### src/sv/dfmc_pkg.sv
// ----------------------------------------------------------------------------
// Dual fuel mode controller package
// Shared constants, codes and structure types for the mode controller.
// ----------------------------------------------------------------------------
package dfmc_pkg;

   localparam int TICKS_PER_MINUTE_DEF = 1000000 * 60;
   localparam int STAMP_BITS           = 16;
   localparam int ADC_BITS             = 12;
   localparam int RPM_BITS             = 16;
   localparam int BLINK_BITS           = 8;
   localparam int BAR_BITS             = 4;
   localparam int CSR_INDEX_BITS       = 3;
   localparam int CSR_DATA_BITS        = 16;

   localparam logic [RPM_BITS-1:0] RPM_MAX = 16'hFFFF;

   localparam logic [ADC_BITS-1:0]   GAUGE_LEVEL_1_RST = ADC_BITS'(1241 / 2);
   localparam logic [ADC_BITS-1:0]   GAUGE_LEVEL_2_RST = ADC_BITS'(2482 / 2);
   localparam logic [ADC_BITS-1:0]   GAUGE_LEVEL_3_RST = ADC_BITS'(3722 / 2);
   localparam logic [ADC_BITS-1:0]   GAUGE_LEVEL_4_RST = ADC_BITS'(4964 / 2);
   localparam logic [RPM_BITS-1:0]   RPM_ENGAGE_RST    = RPM_BITS'(2400);
   localparam logic [RPM_BITS-1:0]   RPM_RELEASE_RST   = RPM_BITS'(600);
   localparam logic [BLINK_BITS-1:0] BLINK_TICKS_RST   = BLINK_BITS'(400 / 10);

   localparam logic [BAR_BITS-1:0] BARS_NONE  = 4'b0000;
   localparam logic [BAR_BITS-1:0] BARS_ONE   = 4'b0001;
   localparam logic [BAR_BITS-1:0] BARS_TWO   = 4'b0011;
   localparam logic [BAR_BITS-1:0] BARS_THREE = 4'b0111;
   localparam logic [BAR_BITS-1:0] BARS_FOUR  = 4'b1111;

   typedef enum logic [1:0] {
      MODE_PETROL = 2'd0,
      MODE_STOP   = 2'd1,
      MODE_RUN    = 2'd2
   } mode_type;

   typedef enum logic [1:0] {
      ST_IDLE   = 2'd0,
      ST_DIVIDE = 2'd1,
      ST_FINISH = 2'd2
   } seq_state_type;

   typedef enum logic [CSR_INDEX_BITS-1:0] {
      REG_GAUGE_LEVEL_1 = 3'd0,
      REG_GAUGE_LEVEL_2 = 3'd1,
      REG_GAUGE_LEVEL_3 = 3'd2,
      REG_GAUGE_LEVEL_4 = 3'd3,
      REG_RPM_ENGAGE    = 3'd4,
      REG_RPM_RELEASE   = 3'd5,
      REG_BLINK_TICKS   = 3'd6
   } reg_index_type;

   localparam logic KIND_TICK    = 1'b0;
   localparam logic KIND_CAPTURE = 1'b1;

   typedef struct packed {
      logic [ADC_BITS-1:0]   gauge_level_1;
      logic [ADC_BITS-1:0]   gauge_level_2;
      logic [ADC_BITS-1:0]   gauge_level_3;
      logic [ADC_BITS-1:0]   gauge_level_4;
      logic [RPM_BITS-1:0]   rpm_engage;
      logic [RPM_BITS-1:0]   rpm_release;
      logic [BLINK_BITS-1:0] blink_ticks;
   } cfg_type;

   typedef struct packed {
      mode_type              mode;
      logic                  switch_was_pressed;
      logic [BLINK_BITS-1:0] blink_count;
      logic                  lamp_gas;
      logic [BAR_BITS-1:0]   bars;
   } tick_state_type;

   typedef struct packed {
      logic                  start;
      logic [STAMP_BITS-1:0] divisor;
   } div_req_type;

   typedef struct packed {
      logic                done;
      logic [RPM_BITS-1:0] quotient;
   } div_rsp_type;

endpackage

### src/sv/dfmc_if.sv
// ----------------------------------------------------------------------------
// Dual fuel mode controller channels
// Valid/ready channels for input words and result words.
// ----------------------------------------------------------------------------
interface dfmc_req_if;
   logic                           valid;
   logic                           ready;
   logic                           kind;
   logic                           switch_pressed;
   logic [dfmc_pkg::ADC_BITS-1:0]   pressure;
   logic [dfmc_pkg::STAMP_BITS-1:0] capture_time;

   modport source (output valid, kind, switch_pressed, pressure, capture_time, input ready);
   modport sink (input valid, kind, switch_pressed, pressure, capture_time, output ready);
endinterface

interface dfmc_rsp_if;
   logic                          valid;
   logic                          ready;
   logic [1:0]                    fuel_mode;
   logic                          gas_valve;
   logic                          gas_lamp;
   logic                          petrol_lamp;
   logic [dfmc_pkg::BAR_BITS-1:0] gauge_bars;
   logic [dfmc_pkg::RPM_BITS-1:0] engine_rpm;

   modport source (output valid, fuel_mode, gas_valve, gas_lamp, petrol_lamp, gauge_bars,
                   engine_rpm, input ready);
   modport sink (input valid, fuel_mode, gas_valve, gas_lamp, petrol_lamp, gauge_bars,
                 engine_rpm, output ready);
endinterface

### src/sv/dfmc_div.sv
// ----------------------------------------------------------------------------
// Engine speed divider
// Restoring shift and subtract divider, one quotient bit per cycle, that
// divides the ticks per minute constant by a stamp period and saturates.
// ----------------------------------------------------------------------------
module dfmc_div #(
   parameter int TICKS_PER_MINUTE = dfmc_pkg::TICKS_PER_MINUTE_DEF
) (
   input  logic                  clock,
   input  logic                  reset,
   input  dfmc_pkg::div_req_type req,
   output dfmc_pkg::div_rsp_type rsp
);

   localparam int DW = $clog2(TICKS_PER_MINUTE + 1);
   localparam int CW = $clog2(DW);
   localparam int QW = (DW > dfmc_pkg::RPM_BITS) ? DW : dfmc_pkg::RPM_BITS;
   localparam int SB = dfmc_pkg::STAMP_BITS;
   localparam logic [DW-1:0] DIVIDEND = DW'(TICKS_PER_MINUTE);

   logic          busy_ff, busy_in;
   logic          done_ff, done_in;
   logic [CW-1:0] cnt_ff, cnt_in;
   logic [SB-1:0] rem_ff, rem_in;
   logic [SB-1:0] dsr_ff, dsr_in;
   logic [DW-1:0] quo_ff, quo_in;
   logic [SB:0]   trial;
   logic [SB:0]   diff;
   logic          fits;
   logic [QW-1:0] quo_ext;

   always_comb begin
      trial = {rem_ff, DIVIDEND[cnt_ff]};
      diff  = trial - {1'b0, dsr_ff};
      fits  = (trial >= {1'b0, dsr_ff});
      busy_in = busy_ff;
      done_in = 1'b0;
      cnt_in  = cnt_ff;
      rem_in  = rem_ff;
      dsr_in  = dsr_ff;
      quo_in  = quo_ff;
      if (req.start) begin
         busy_in = 1'b1;
         cnt_in  = CW'(DW - 1);
         rem_in  = '0;
         dsr_in  = req.divisor;
         quo_in  = '0;
      end else if (busy_ff) begin
         rem_in = fits ? diff[SB-1:0] : trial[SB-1:0];
         quo_in = {quo_ff[DW-2:0], fits};
         if (cnt_ff == '0) begin
            busy_in = 1'b0;
            done_in = 1'b1;
         end else begin
            cnt_in = cnt_ff - 1'b1;
         end
      end
   end

   always_ff @(posedge clock) begin
      if (reset) begin
         busy_ff <= 1'b0;
         done_ff <= 1'b0;
         cnt_ff  <= '0;
      end else begin
         busy_ff <= busy_in;
         done_ff <= done_in;
         cnt_ff  <= cnt_in;
      end
      rem_ff <= rem_in;
      dsr_ff <= dsr_in;
      quo_ff <= quo_in;
   end

   assign quo_ext = QW'(quo_ff);

   always_comb begin
      rsp.done = done_ff;
      if ((quo_ext >> dfmc_pkg::RPM_BITS) != '0) begin
         rsp.quotient = dfmc_pkg::RPM_MAX;
      end else begin
         rsp.quotient = quo_ext[dfmc_pkg::RPM_BITS-1:0];
      end
   end

endmodule

### src/sv/dfmc_tick.sv
// ----------------------------------------------------------------------------
// Tick update logic
// Next mode, blink, lamp and gauge state for one tick word.
// ----------------------------------------------------------------------------
module dfmc_tick (
   input  dfmc_pkg::cfg_type                cfg,
   input  dfmc_pkg::tick_state_type         cur,
   input  logic [dfmc_pkg::RPM_BITS-1:0]    speed,
   input  logic                             switch_pressed,
   input  logic [dfmc_pkg::ADC_BITS-1:0]    pressure,
   output dfmc_pkg::tick_state_type         nxt
);

   logic                              press_edge;
   logic [dfmc_pkg::BLINK_BITS-1:0]   blink_inc;
   logic [dfmc_pkg::BAR_BITS-1:0]     gauge;

   // A sample in no band, as at a threshold of ordered levels, keeps the bars.
   always_comb begin
      gauge = cur.bars;
      if (pressure < cfg.gauge_level_1) begin
         gauge = dfmc_pkg::BARS_NONE;
      end else if (pressure > cfg.gauge_level_1 && pressure < cfg.gauge_level_2) begin
         gauge = dfmc_pkg::BARS_ONE;
      end else if (pressure > cfg.gauge_level_2 && pressure < cfg.gauge_level_3) begin
         gauge = dfmc_pkg::BARS_TWO;
      end else if (pressure > cfg.gauge_level_3 && pressure < cfg.gauge_level_4) begin
         gauge = dfmc_pkg::BARS_THREE;
      end else if (pressure > cfg.gauge_level_4) begin
         gauge = dfmc_pkg::BARS_FOUR;
      end
   end

   always_comb begin
      press_edge = switch_pressed & ~cur.switch_was_pressed;
      blink_inc  = cur.blink_count + 1'b1;
      nxt        = cur;
      nxt.switch_was_pressed = switch_pressed;
      case (cur.mode)
         dfmc_pkg::MODE_STOP: begin
            if (blink_inc >= cfg.blink_ticks) begin
               nxt.blink_count = '0;
               nxt.lamp_gas    = ~cur.lamp_gas;
            end else begin
               nxt.blink_count = blink_inc;
            end
            nxt.bars = gauge;
            if (press_edge) begin
               nxt.mode = dfmc_pkg::MODE_PETROL;
            end else if (speed >= cfg.rpm_engage) begin
               nxt.mode = dfmc_pkg::MODE_RUN;
            end
         end
         dfmc_pkg::MODE_RUN: begin
            nxt.lamp_gas = 1'b1;
            nxt.bars     = gauge;
            if (press_edge) begin
               nxt.mode = dfmc_pkg::MODE_PETROL;
            end else if (speed <= cfg.rpm_release) begin
               nxt.mode = dfmc_pkg::MODE_STOP;
            end
         end
         default: begin
            nxt.lamp_gas = 1'b0;
            nxt.bars     = dfmc_pkg::BARS_NONE;
            nxt.mode     = press_edge ? dfmc_pkg::MODE_STOP : dfmc_pkg::MODE_PETROL;
         end
      endcase
   end

endmodule

### src/sv/dual_fuel_mode_controller_top.sv
// ----------------------------------------------------------------------------
// Dual fuel mode controller
// Petrol/gas mode, gas lamp, valve, pressure gauge and engine speed.
// ----------------------------------------------------------------------------
// Words arrive on req_chan: a tick carries the switch level and a pressure
// sample, a capture carries a timer stamp of an engine edge. Every word gives
// exactly one result word on rsp_chan with the mode, lamps, valve, gauge bars
// and engine speed after that word.
// A tick, or a capture that does not divide, goes from acceptance straight
// to the finish state. A capture with an earlier stamp held and a nonzero
// period first runs the divider in the divide state, one quotient bit per
// cycle. The block holds one word at a time; ready is low from acceptance
// until its result has entered the output register. A stalled receiver
// leaves the result in that register; the next word is still taken and
// processed, and the block then waits with ready low until the register is
// free. Registers are to be written by the user through csr_we, csr_index
// and csr_wdata only while idle; the block does not enforce it. Reset is
// synchronous: petrol mode, gauge cleared, speed zero, no stamp held,
// registers at their defaults and no result pending.
// ----------------------------------------------------------------------------
module dual_fuel_mode_controller_top #(
   parameter int TICKS_PER_MINUTE = dfmc_pkg::TICKS_PER_MINUTE_DEF
) (
   input  logic                                 clock,
   input  logic                                 reset,
   dfmc_req_if.sink                             req_chan,
   dfmc_rsp_if.source                           rsp_chan,
   input  logic                                 csr_we,
   input  logic [dfmc_pkg::CSR_INDEX_BITS-1:0]  csr_index,
   input  logic [dfmc_pkg::CSR_DATA_BITS-1:0]   csr_wdata
);

   localparam int SB = dfmc_pkg::STAMP_BITS;
   localparam int RB = dfmc_pkg::RPM_BITS;

   dfmc_pkg::seq_state_type  state_ff, state_in;
   dfmc_pkg::cfg_type        cfg_ff, cfg_in;
   dfmc_pkg::tick_state_type tick_ff, tick_in, tick_nxt;
   logic [SB-1:0]            last_stamp_ff, last_stamp_in;
   logic                     have_stamp_ff, have_stamp_in;
   logic [RB-1:0]            speed_ff, speed_in;

   logic                     out_valid_ff, out_valid_in;
   logic [1:0]               out_mode_ff, out_mode_in;
   logic                     out_valve_ff, out_valve_in;
   logic                     out_gas_lamp_ff, out_gas_lamp_in;
   logic                     out_petrol_lamp_ff, out_petrol_lamp_in;
   logic [dfmc_pkg::BAR_BITS-1:0] out_bars_ff, out_bars_in;
   logic [RB-1:0]            out_rpm_ff, out_rpm_in;

   logic                     accept;
   logic                     is_capture;
   logic [SB-1:0]            period;
   logic                     need_divide;
   logic                     load_out;
   logic                     is_run;
   logic                     is_stop;
   dfmc_pkg::div_req_type    div_req;
   dfmc_pkg::div_rsp_type    div_rsp;

   assign accept      = req_chan.valid && req_chan.ready;
   assign is_capture  = (req_chan.kind == dfmc_pkg::KIND_CAPTURE);
   assign period      = req_chan.capture_time - last_stamp_ff;
   assign need_divide = is_capture && have_stamp_ff && (period != '0);

   dfmc_tick u_tick (
      .cfg            (cfg_ff),
      .cur            (tick_ff),
      .speed          (speed_ff),
      .switch_pressed (req_chan.switch_pressed),
      .pressure       (req_chan.pressure),
      .nxt            (tick_nxt)
   );

   dfmc_div #(
      .TICKS_PER_MINUTE (TICKS_PER_MINUTE)
   ) u_div (
      .clock (clock),
      .reset (reset),
      .req   (div_req),
      .rsp   (div_rsp)
   );

   always_comb begin
      state_in = state_ff;
      case (state_ff)
         dfmc_pkg::ST_IDLE: begin
            if (accept) begin
               state_in = need_divide ? dfmc_pkg::ST_DIVIDE : dfmc_pkg::ST_FINISH;
            end
         end
         dfmc_pkg::ST_DIVIDE: begin
            if (div_rsp.done) begin
               state_in = dfmc_pkg::ST_FINISH;
            end
         end
         dfmc_pkg::ST_FINISH: begin
            if (load_out) begin
               state_in = dfmc_pkg::ST_IDLE;
            end
         end
         default: begin
            state_in = dfmc_pkg::ST_IDLE;
         end
      endcase
   end

   always_comb begin
      req_chan.ready  = 1'b0;
      load_out        = 1'b0;
      div_req.start   = 1'b0;
      div_req.divisor = period;
      case (state_ff)
         dfmc_pkg::ST_IDLE: begin
            req_chan.ready = 1'b1;
            div_req.start  = req_chan.valid && need_divide;
         end
         dfmc_pkg::ST_FINISH: begin
            load_out = !out_valid_ff || rsp_chan.ready;
         end
         default: begin
            load_out = 1'b0;
         end
      endcase
   end

   always_comb begin
      cfg_in = cfg_ff;
      if (csr_we) begin
         case (csr_index)
            dfmc_pkg::REG_GAUGE_LEVEL_1: cfg_in.gauge_level_1 = csr_wdata[dfmc_pkg::ADC_BITS-1:0];
            dfmc_pkg::REG_GAUGE_LEVEL_2: cfg_in.gauge_level_2 = csr_wdata[dfmc_pkg::ADC_BITS-1:0];
            dfmc_pkg::REG_GAUGE_LEVEL_3: cfg_in.gauge_level_3 = csr_wdata[dfmc_pkg::ADC_BITS-1:0];
            dfmc_pkg::REG_GAUGE_LEVEL_4: cfg_in.gauge_level_4 = csr_wdata[dfmc_pkg::ADC_BITS-1:0];
            dfmc_pkg::REG_RPM_ENGAGE:    cfg_in.rpm_engage    = csr_wdata[RB-1:0];
            dfmc_pkg::REG_RPM_RELEASE:   cfg_in.rpm_release   = csr_wdata[RB-1:0];
            dfmc_pkg::REG_BLINK_TICKS:   cfg_in.blink_ticks   =
                                            csr_wdata[dfmc_pkg::BLINK_BITS-1:0];
            default:                     cfg_in = cfg_ff;
         endcase
      end
   end

   always_comb begin
      tick_in       = tick_ff;
      last_stamp_in = last_stamp_ff;
      have_stamp_in = have_stamp_ff;
      speed_in      = speed_ff;
      if (accept) begin
         if (is_capture) begin
            have_stamp_in = 1'b1;
            last_stamp_in = req_chan.capture_time;
         end else begin
            tick_in = tick_nxt;
         end
      end
      if (state_ff == dfmc_pkg::ST_DIVIDE && div_rsp.done) begin
         speed_in = div_rsp.quotient;
      end
   end

   always_comb begin
      is_run             = (tick_ff.mode == dfmc_pkg::MODE_RUN);
      is_stop            = (tick_ff.mode == dfmc_pkg::MODE_STOP);
      out_valid_in       = out_valid_ff;
      out_mode_in        = out_mode_ff;
      out_valve_in       = out_valve_ff;
      out_gas_lamp_in    = out_gas_lamp_ff;
      out_petrol_lamp_in = out_petrol_lamp_ff;
      out_bars_in        = out_bars_ff;
      out_rpm_in         = out_rpm_ff;
      if (rsp_chan.ready) begin
         out_valid_in = 1'b0;
      end
      if (load_out) begin
         out_valid_in       = 1'b1;
         out_mode_in        = is_run  ? dfmc_pkg::MODE_RUN :
                              is_stop ? dfmc_pkg::MODE_STOP : dfmc_pkg::MODE_PETROL;
         out_valve_in       = is_run;
         out_gas_lamp_in    = is_run || (is_stop && tick_ff.lamp_gas);
         out_petrol_lamp_in = !is_run && !is_stop;
         out_bars_in        = (is_run || is_stop) ? tick_ff.bars : dfmc_pkg::BARS_NONE;
         out_rpm_in         = speed_ff;
      end
   end

   always_ff @(posedge clock) begin
      if (reset) begin
         state_ff                    <= dfmc_pkg::ST_IDLE;
         cfg_ff.gauge_level_1        <= dfmc_pkg::GAUGE_LEVEL_1_RST;
         cfg_ff.gauge_level_2        <= dfmc_pkg::GAUGE_LEVEL_2_RST;
         cfg_ff.gauge_level_3        <= dfmc_pkg::GAUGE_LEVEL_3_RST;
         cfg_ff.gauge_level_4        <= dfmc_pkg::GAUGE_LEVEL_4_RST;
         cfg_ff.rpm_engage           <= dfmc_pkg::RPM_ENGAGE_RST;
         cfg_ff.rpm_release          <= dfmc_pkg::RPM_RELEASE_RST;
         cfg_ff.blink_ticks          <= dfmc_pkg::BLINK_TICKS_RST;
         tick_ff.mode                <= dfmc_pkg::MODE_PETROL;
         tick_ff.switch_was_pressed  <= 1'b0;
         tick_ff.blink_count         <= '0;
         tick_ff.lamp_gas            <= 1'b0;
         tick_ff.bars                <= dfmc_pkg::BARS_NONE;
         last_stamp_ff               <= '0;
         have_stamp_ff               <= 1'b0;
         speed_ff                    <= '0;
         out_valid_ff                <= 1'b0;
      end else begin
         state_ff      <= state_in;
         cfg_ff        <= cfg_in;
         tick_ff       <= tick_in;
         last_stamp_ff <= last_stamp_in;
         have_stamp_ff <= have_stamp_in;
         speed_ff      <= speed_in;
         out_valid_ff  <= out_valid_in;
      end
      out_mode_ff        <= out_mode_in;
      out_valve_ff       <= out_valve_in;
      out_gas_lamp_ff    <= out_gas_lamp_in;
      out_petrol_lamp_ff <= out_petrol_lamp_in;
      out_bars_ff        <= out_bars_in;
      out_rpm_ff         <= out_rpm_in;
   end

   assign rsp_chan.valid       = out_valid_ff;
   assign rsp_chan.fuel_mode   = out_mode_ff;
   assign rsp_chan.gas_valve   = out_valve_ff;
   assign rsp_chan.gas_lamp    = out_gas_lamp_ff;
   assign rsp_chan.petrol_lamp = out_petrol_lamp_ff;
   assign rsp_chan.gauge_bars  = out_bars_ff;
   assign rsp_chan.engine_rpm  = out_rpm_ff;

endmodule

### src/flat_wrapper.sv
// flat-port wrapper written by rule: the top's interface ports become plain ports
module dual_fuel_mode_controller_top_flat 
#(
   parameter int TICKS_PER_MINUTE = dfmc_pkg::TICKS_PER_MINUTE_DEF
)
  (clock, reset, csr_we, csr_index, csr_wdata, req_chan_valid, req_chan_kind, req_chan_switch_pressed, req_chan_pressure, req_chan_capture_time, req_chan_ready, rsp_chan_valid, rsp_chan_fuel_mode, rsp_chan_gas_valve, rsp_chan_gas_lamp, rsp_chan_petrol_lamp, rsp_chan_gauge_bars, rsp_chan_engine_rpm, rsp_chan_ready);
  dfmc_req_if req_chan_i ();
  dfmc_rsp_if rsp_chan_i ();
  input  logic clock;
  input  logic reset;
  input  logic csr_we;
  input  logic [dfmc_pkg::CSR_INDEX_BITS-1:0] csr_index;
  input  logic [dfmc_pkg::CSR_DATA_BITS-1:0] csr_wdata;
  input wire logic [$bits(req_chan_i.valid)-1:0] req_chan_valid;
  input wire logic [$bits(req_chan_i.kind)-1:0] req_chan_kind;
  input wire logic [$bits(req_chan_i.switch_pressed)-1:0] req_chan_switch_pressed;
  input wire logic [$bits(req_chan_i.pressure)-1:0] req_chan_pressure;
  input wire logic [$bits(req_chan_i.capture_time)-1:0] req_chan_capture_time;
  output wire logic [$bits(req_chan_i.ready)-1:0] req_chan_ready;
  output wire logic [$bits(rsp_chan_i.valid)-1:0] rsp_chan_valid;
  output wire logic [$bits(rsp_chan_i.fuel_mode)-1:0] rsp_chan_fuel_mode;
  output wire logic [$bits(rsp_chan_i.gas_valve)-1:0] rsp_chan_gas_valve;
  output wire logic [$bits(rsp_chan_i.gas_lamp)-1:0] rsp_chan_gas_lamp;
  output wire logic [$bits(rsp_chan_i.petrol_lamp)-1:0] rsp_chan_petrol_lamp;
  output wire logic [$bits(rsp_chan_i.gauge_bars)-1:0] rsp_chan_gauge_bars;
  output wire logic [$bits(rsp_chan_i.engine_rpm)-1:0] rsp_chan_engine_rpm;
  input wire logic [$bits(rsp_chan_i.ready)-1:0] rsp_chan_ready;
  assign req_chan_i.valid = req_chan_valid;
  assign req_chan_i.kind = req_chan_kind;
  assign req_chan_i.switch_pressed = req_chan_switch_pressed;
  assign req_chan_i.pressure = req_chan_pressure;
  assign req_chan_i.capture_time = req_chan_capture_time;
  assign req_chan_ready = req_chan_i.ready;
  assign rsp_chan_valid = rsp_chan_i.valid;
  assign rsp_chan_fuel_mode = rsp_chan_i.fuel_mode;
  assign rsp_chan_gas_valve = rsp_chan_i.gas_valve;
  assign rsp_chan_gas_lamp = rsp_chan_i.gas_lamp;
  assign rsp_chan_petrol_lamp = rsp_chan_i.petrol_lamp;
  assign rsp_chan_gauge_bars = rsp_chan_i.gauge_bars;
  assign rsp_chan_engine_rpm = rsp_chan_i.engine_rpm;
  assign rsp_chan_i.ready = rsp_chan_ready;
  dual_fuel_mode_controller_top #(.TICKS_PER_MINUTE(TICKS_PER_MINUTE)) u_core (.clock(clock), .reset(reset), .req_chan(req_chan_i), .rsp_chan(rsp_chan_i), .csr_we(csr_we), .csr_index(csr_index), .csr_wdata(csr_wdata));
endmodule
### config.mk
export PLATFORM = sky130hd
export DESIGN_NAME = dual_fuel_mode_controller_top_flat
export DESIGN_NICKNAME = d
export VERILOG_FILES = /design/src/sv/dfmc_pkg.sv /design/src/sv/dfmc_if.sv /design/src/sv/dfmc_div.sv /design/src/sv/dfmc_tick.sv /design/src/sv/dual_fuel_mode_controller_top.sv /design/src/flat_wrapper.sv
export SDC_FILE = /design/constraint.sdc
export NUM_CORES = 1
export LEC_CHECK = 0
export ABC_AREA = 1
export BUFFER_PORTS_ARGS = -buffer_cell sky130_fd_sc_hd__buf_2
export CAP_MARGIN = 40
export CORE_UTILIZATION = 51
export CTS_CLUSTER_SIZE = 12
export DETAILED_ROUTE_END_ITERATION = 16
export PLACE_DENSITY = 0.66
export REMOVE_ABC_BUFFERS = 1
export SYNTH_ARGS = -nofsm -noshare
export SYNTH_HDL_FRONTEND = slang
export SYNTH_SLANG_ARGS = --single-unit
### constraint.sdc
create_clock -name clock -period 3.44 [get_ports clock]
set_input_delay 0 -clock clock [delete_from_list [all_inputs] [get_ports clock]]
set_output_delay 0 -clock clock [all_outputs]
set_load 0.01 [all_outputs]
### Word-level counts from Yosys, hierarchy flattened

Memory sizes are Yosys's and may differ from the RTL's.
Cells that the tools add are included.

* reductions and logical operators: 40
* $add $sub $neg: 4
* multiplexer cells: 35
* order comparisons: 13
* bitwise gates (word level): 6
* eq/ne operators: 17

Operators by type and width (number)
* $gt A12 B12 Y1: 4
* $lt A12 B12 Y1: 4
* $mux W16: 2
* $sub A16 B16 Y16: 2
* $reduce_bool A26 Y1: 1
* $reduce_and A2 Y1: 11
* $mux W4: 5
* $ge A17 B16 Y1: 1
* $ge A16 B16 Y1: 1
* $le A16 B16 Y1: 1
* $mux W2: 8
* $reduce_bool A16 Y1: 1
* $mux W5: 3
* $mux W1: 13
* $logic_and A1 B1 Y1: 10
* $pmux W5 S2: 1
* $eq A3 B3 Y1 const B: 3
* $reduce_and A3 Y1: 3
* $add A8 B1 Y8 const B: 1
* $ge A8 B8 Y1: 1
* $mux W8: 1
* $eq A3 B2 Y1 const B: 2
* $lt A5 B6 Y1 const B: 1
* $ne A2 B1 Y1 const B: 3
* other kinds (19): 32

* ROM bits: 32
* register bits after elaboration: 230
* memories kept: 1

Memories
* (no name shown): words 32, bits a word 1, read ports 1, clocked after Yosys merged registers in 0, wr ports 0, RTL line dfmc_div.sv:33 `trial = {rem_ff, DIVIDEND[cnt_ff]};`

### Logic depth before layout (Yosys ltp)

* depth after elaboration: 7
* depth in mapped cells: 20
* depth with buffers taken out: 20

### Hierarchy

Synthesis repeated with hierarchy kept, for this count alone.

* cell total of the unflattened synthesis: 1931
* area total of the unflattened synthesis: 13461.7 µm²

Modules (own cells, without submodules)
* dual_fuel_mode_controller_top: area each 6849.1 µm², instances 1, cells an instance 907
* dfmc_div: area each 3768.6 µm², instances 1, cells an instance 537
* dfmc_tick: area each 2844.0 µm², instances 1, cells an instance 487

### Least setup slack after synthesis

Ideal clock, no wire load.

* path type: reg-to-reg
* start: register u_core.state_ff[1]
* end: register u_core.out_rpm_ff[0] (netlist: u_core.rsp_chan.engine_rpm[0]) (enable)
* period minus slack after synthesis: 2.602 ns
* path buffers: 0
* slack: 0.838 ns
* library setup time: 0.438 ns
* cell stages (with the launch flop): 3
* arrival time: 2.164 ns
* cell sequence: dfxtp_1 -> inv_1 -> nor3_1

* cells in the longest elaborated chain, start to end: 2

RTL lines
* from (decl): RTL line dual_fuel_mode_controller_top.sv:36 `dfmc_pkg::seq_state_type state_ff, state_in;`
* from (signal assigned): RTL line dual_fuel_mode_controller_top.sv:189 `state_ff <= dfmc_pkg::ST_IDLE;`
* from (signal assigned): RTL line dual_fuel_mode_controller_top.sv:207 `state_ff <= state_in;`
* $eq A2 B2 Y1: RTL line dual_fuel_mode_controller_top.sv:113 `case (state_ff)`
* $mux W1: RTL line dual_fuel_mode_controller_top.sv:113
* net u_core.load_out: RTL line dual_fuel_mode_controller_top.sv:55 `logic load_out;`
* to (signal assigned): RTL line dual_fuel_mode_controller_top.sv:220 `out_rpm_ff <= out_rpm_in;`
* to (decl): RTL line dual_fuel_mode_controller_top.sv:49 `logic [RB-1:0] out_rpm_ff, out_rpm_in;`

The timed path passes the listed nets, and every way through them passes these cells.
A chain may end at the register's enable or synchronous reset.

### Worst setup path after layout

* start: register u_core.u_div.cnt_ff[0]
* end: register u_core.u_div.rem_ff[8]

* cells in the longest elaborated chain, start to end: 4

RTL lines
* from (decl): RTL line dfmc_div.sv:23 `logic [CW-1:0] cnt_ff, cnt_in;`
* from (signal assigned): RTL line dfmc_div.sv:68 `cnt_ff <= cnt_in;`
* $mem_v2 Z32 W1 (*)
* $mux W1 (implied by the code) (*): RTL line dfmc_div.sv:33
* $sub A16 B16 Y16 / $ge A17 B16 Y1 (equally long branches): RTL line dfmc_div.sv:34, dfmc_div.sv:35
* $mux W16 (*): RTL line dfmc_div.sv:49 `rem_in = fits ? diff[SB-1:0] : trial[SB-1:0];`
* to (signal assigned): RTL line dfmc_div.sv:70 `rem_ff <= rem_in;`
* to (decl): RTL line dfmc_div.sv:24 `logic [SB-1:0] rem_ff, rem_in;`

Mark *: on every way between the ends. The rest lies on a longest branch, timed or not. The select of a mux whose other input is x is not followed.

==> results.yml <==
power_and_ir_drop:
  power.switching_uw: 2000
  p_sw_share_pct: 28.4
  share_seq_of_total_power_pct: 42.4
  areal_power_density_over_the_cells_nw_per_um2: 477
  p_comb_share_pct: 18.6
  cellInternalPower_uw: 5040
  p_leak_uw: 0.00722
  vdd_ir_drop_max_v: 0.000422
  share_clk_of_total_power_pct: 39.0
place:
  hpwl_um: 21900
  post-place-cells: 2104
  portBuffers: 80
  routabilityCongestion: 0.882
  pre_cts_slack_ns: 0.517
synthesis:
  synthTopCellsByArea: "dfxtp_1 (30%), ha_1 (12%), nand2_1 (11%)"
  post_synth_mux_area_share_pct: 0
  synth_simple_gate_area_share_pct: 20.4
  synth_compound_gate_area_share_pct: 15.0
  syn_avg_cell_area_um2: 7.33
  synth.largest_area_cell: "dfxtp_1"
  synth_top_family_by_area: "simple AND/OR/NAND/NOR gates"
  postSynthRegisterBits: 230
  synthDistinctLibCells: 43
  seq_total_area_yosys_pct: 39.3
  synthAdderAreaFrac_pct: 12.6
  ys.warnings.count: 0
  synth_top_cell_area_share_pct: 29.7
  syn-cell-area_um2: 12800
  synthXorXnorAreaFrac_pct: 1.58
  netlist_instances: 1739
hold_path:
  holdCritPathClass: "in2reg"
timing:
  max_slew_margin_pct: 50.0
  final.hold.worst_slack_ns: 0.0220
  rsz_0062_raised_after_global_routing: "false"
  timing.setup.tns_ns: 0
  layout_min_cycle_time_ns: 2.93
  timing_max_transition_violations_final: 0
  finalClockSkew_ns: 0.0103
  hold_violations: 0
  finalWorstSetupSlack_ns: 0.509
  fmax_ghz: 0.341
  final.period_utilization_pct: 85.2
  worstMarginPinSlew_ns: 0.747
  setup_violations: 0
clock_network:
  cts_hold_repair.buffers: 41
  clock-root-buffer: "clkbuf_16"
  cts.htree.levels: 1
  worstSkewPairLatency_ns: 0.52
  worst_setup_hold_path_clk_slew_ns: 0.06
  cts_buffers: 26
  max-clock-path-buffers: 3
  cts-resized-gates: 0
  cts_tree: "built"
  clock_sinks: 230
  post_cts.repair.setup_buffers: 0
floorplan:
  die_area_um2: 25600
  io_pins: 81
  core_region_area_um2: 24400
  fp.dieW_um: 160
  initial_core_util_pct: 52.3
  die_height_um: 160
  core.rowCount: 57
routing:
  route.final.wire_length_um: 30200
  wl_met3_um: 1130
  wire_length_per_cell_um: 13.8
  first_pass_iters: 5
  avgViaCountPerCell: 5.04
  met2_wirelength_um: 13200
  detail_route.drc_violations: 0
  wl_met1_um: 15200
  vias: 11045
  initialDrtViolationCount: 620
  final_antenna_net_count: 0
  top_layer: "met4"
global_route:
  gr-usage-all-layers_pct: 23.7
  remaining_overflow_grt: 0
  pin_count_of_the_biggest_net_entering_global_routing: 76
  grt_pass1_vias: 10395
  grt_pass1_wl_um: 50100
  grt_antenna_before_repair: 0
job:
  number_of_maximum_capacitance_constraint_violations: 0
worst_setup_path:
  timing.critical_path.fanout_max: 24
  critPathRequiredTime_ns: 3.90
  critical_path.startpoint_type: "flop"
  cp-end-kind: "flop"
  arrival_ns: 3.39
  critical_path_class: "reg2reg"
finish:
  design.final.nets: 2030
  drive_above_1_share_pct: 7.98
  stdcell_count: 2192
  insertedDiodeCount: 0
  flow.area_growth_from_synthesis_pct: 15.6
outcome:
  outcome: "finished clean"
-- synthesized netlist by cell type, drive strengths merged --
master / number
fa: 2
a21boi: 1
or2: 4
nand3: 69
o21ai: 157
a21oi: 141
o211ai: 32
o21bai: 2
o21a: 6
a211oi: 3
o211a: 1
clkbuf: 43
edfxtp: 41
nand2: 388
o22ai: 1
and2: 2
o31ai: 1
nand4: 13
a31oi: 2
inv: 320
nand3b: 12
a21o: 2
dfxtp: 189
nor4: 3
o2111ai: 1
buf: 9
nor3: 11
nor2: 131
a22oi: 3
xor2: 16
ha: 125
clkinv: 1
xnor2: 7
-- power groups by stage --
stage | clock [µW] | sequential, µW | combinational (µW)
floorplan | 0 | 3020 | 923
global placement | 0 | 3040 | 1240
detailed placement | 0 | 3040 | 1260
CTS | 2780 | 2980 | 1310
global route | 2900 | 3000 | 1510
finish | 2740 | 2980 | 1310
-- path summary, 6_finish.rpt --
kind / startpoint / endpoint / slack [ns] / cells after the start
max: u_core.u_div.cnt_ff[0] / u_core.u_div.rem_ff[8] / 0.51 / 19
min: csr_index[0] / u_core.cfg_ff[3] / 0.02 / 5
max reg2reg: u_core.u_div.cnt_ff[0] / u_core.u_div.rem_ff[8] / 0.51 / 19
min reg2reg: u_core.cfg_ff[25] / u_core.cfg_ff[25] / 0.45 / 2
-- cell type report --
class	instances	area (µm²)
clock buffer	43	806
clock inverter	4	47.5
fill	2305	9650
inverter	321	1210
multi-input combinational	1136	6320
sequential	230	5010
tap	324	405
timing repair buffer	134	940
-- logic make-up (layout without fill, tap and decap cells) --
kind of cell	count (synthesis)	count (layout)
AOI/OAI and AO/OA	353	353
xor gates and xnor gates	23	23
adders and majority gates	127	127
buffers and inverters	373	502
DFF	230	230
and+or+nand+nor	633	633
-- cells in the final DEF (no fill, tap or decap), drive strengths merged, types with 4 or more instances in the layout --
cell / n
clkinv: 4
dfxtp: 189
nor3: 11
a21oi: 141
edfxtp: 41
xor2: 16
nand2: 388
o211ai: 32
o21ai: 157
xnor2: 7
clkbuf: 43
nand3b: 12
nor2: 131
nand4: 13
o21a: 6
nand3: 69
inv: 319
buf: 93
ha: 125
dlygate4sd3: 41
or2: 4
-- critical path: stages (launching register included) --
cell,delay (ns)
dfxtp_1,0.40
inv_1,0.09
ha_1,0.28
inv_1,0.04
a21oi_1,0.13
nor2_1,0.05
o22ai_1,0.18
ha_1,0.26
o21ai_2,0.10
nand2_1,0.07
nand2_1,0.09
nand3_1,0.10
nand2_1,0.06
nand2_1,0.10
nand2_2,0.27
nor2_1,0.36
nand2_1,0.08
nand3_1,0.07
nand2_1,0.06
inv_2,0.07
-- state kept, by name, indices dropped and copies added, names as in the netlist, 2 cells and up --
signal,flops
u_core.state_ff,2
u_core.u_div.rem_ff,16
u_core.cfg_ff,88
u_core.rsp_chan.engine_rpm,16
u_core.u_div.quo_ext,26
u_core.u_div.cnt_ff,5
u_core.speed_ff,16
u_core.rsp_chan.fuel_mode,2
u_core.u_div.dsr_ff,16
u_core.tick_ff,16
u_core.last_stamp_ff,16
u_core.rsp_chan.gauge_bars,4
-- through the flow --
step,utilization (%),total power (µW),instance area (µm²)
3_5_place_dp,55.3,4300,13500
3_3_place_gp,55.0,4280,13400
4_1_cts,60.4,7070,14700
6_report,60.4,7040,14700
5_1_grt,60.4,7410,14700
2_1_floorplan,-,3940,12500
-- layer usage --
metal / track usage [%] / vias to the layer above
met5: 0 / -
met4: 5.67 / 0
met3: 2.47 / 36
met2: 38.6 / 213
met1: 33.6 / 4987
li1: - / 5809
(Power assumes the default switching activity.)
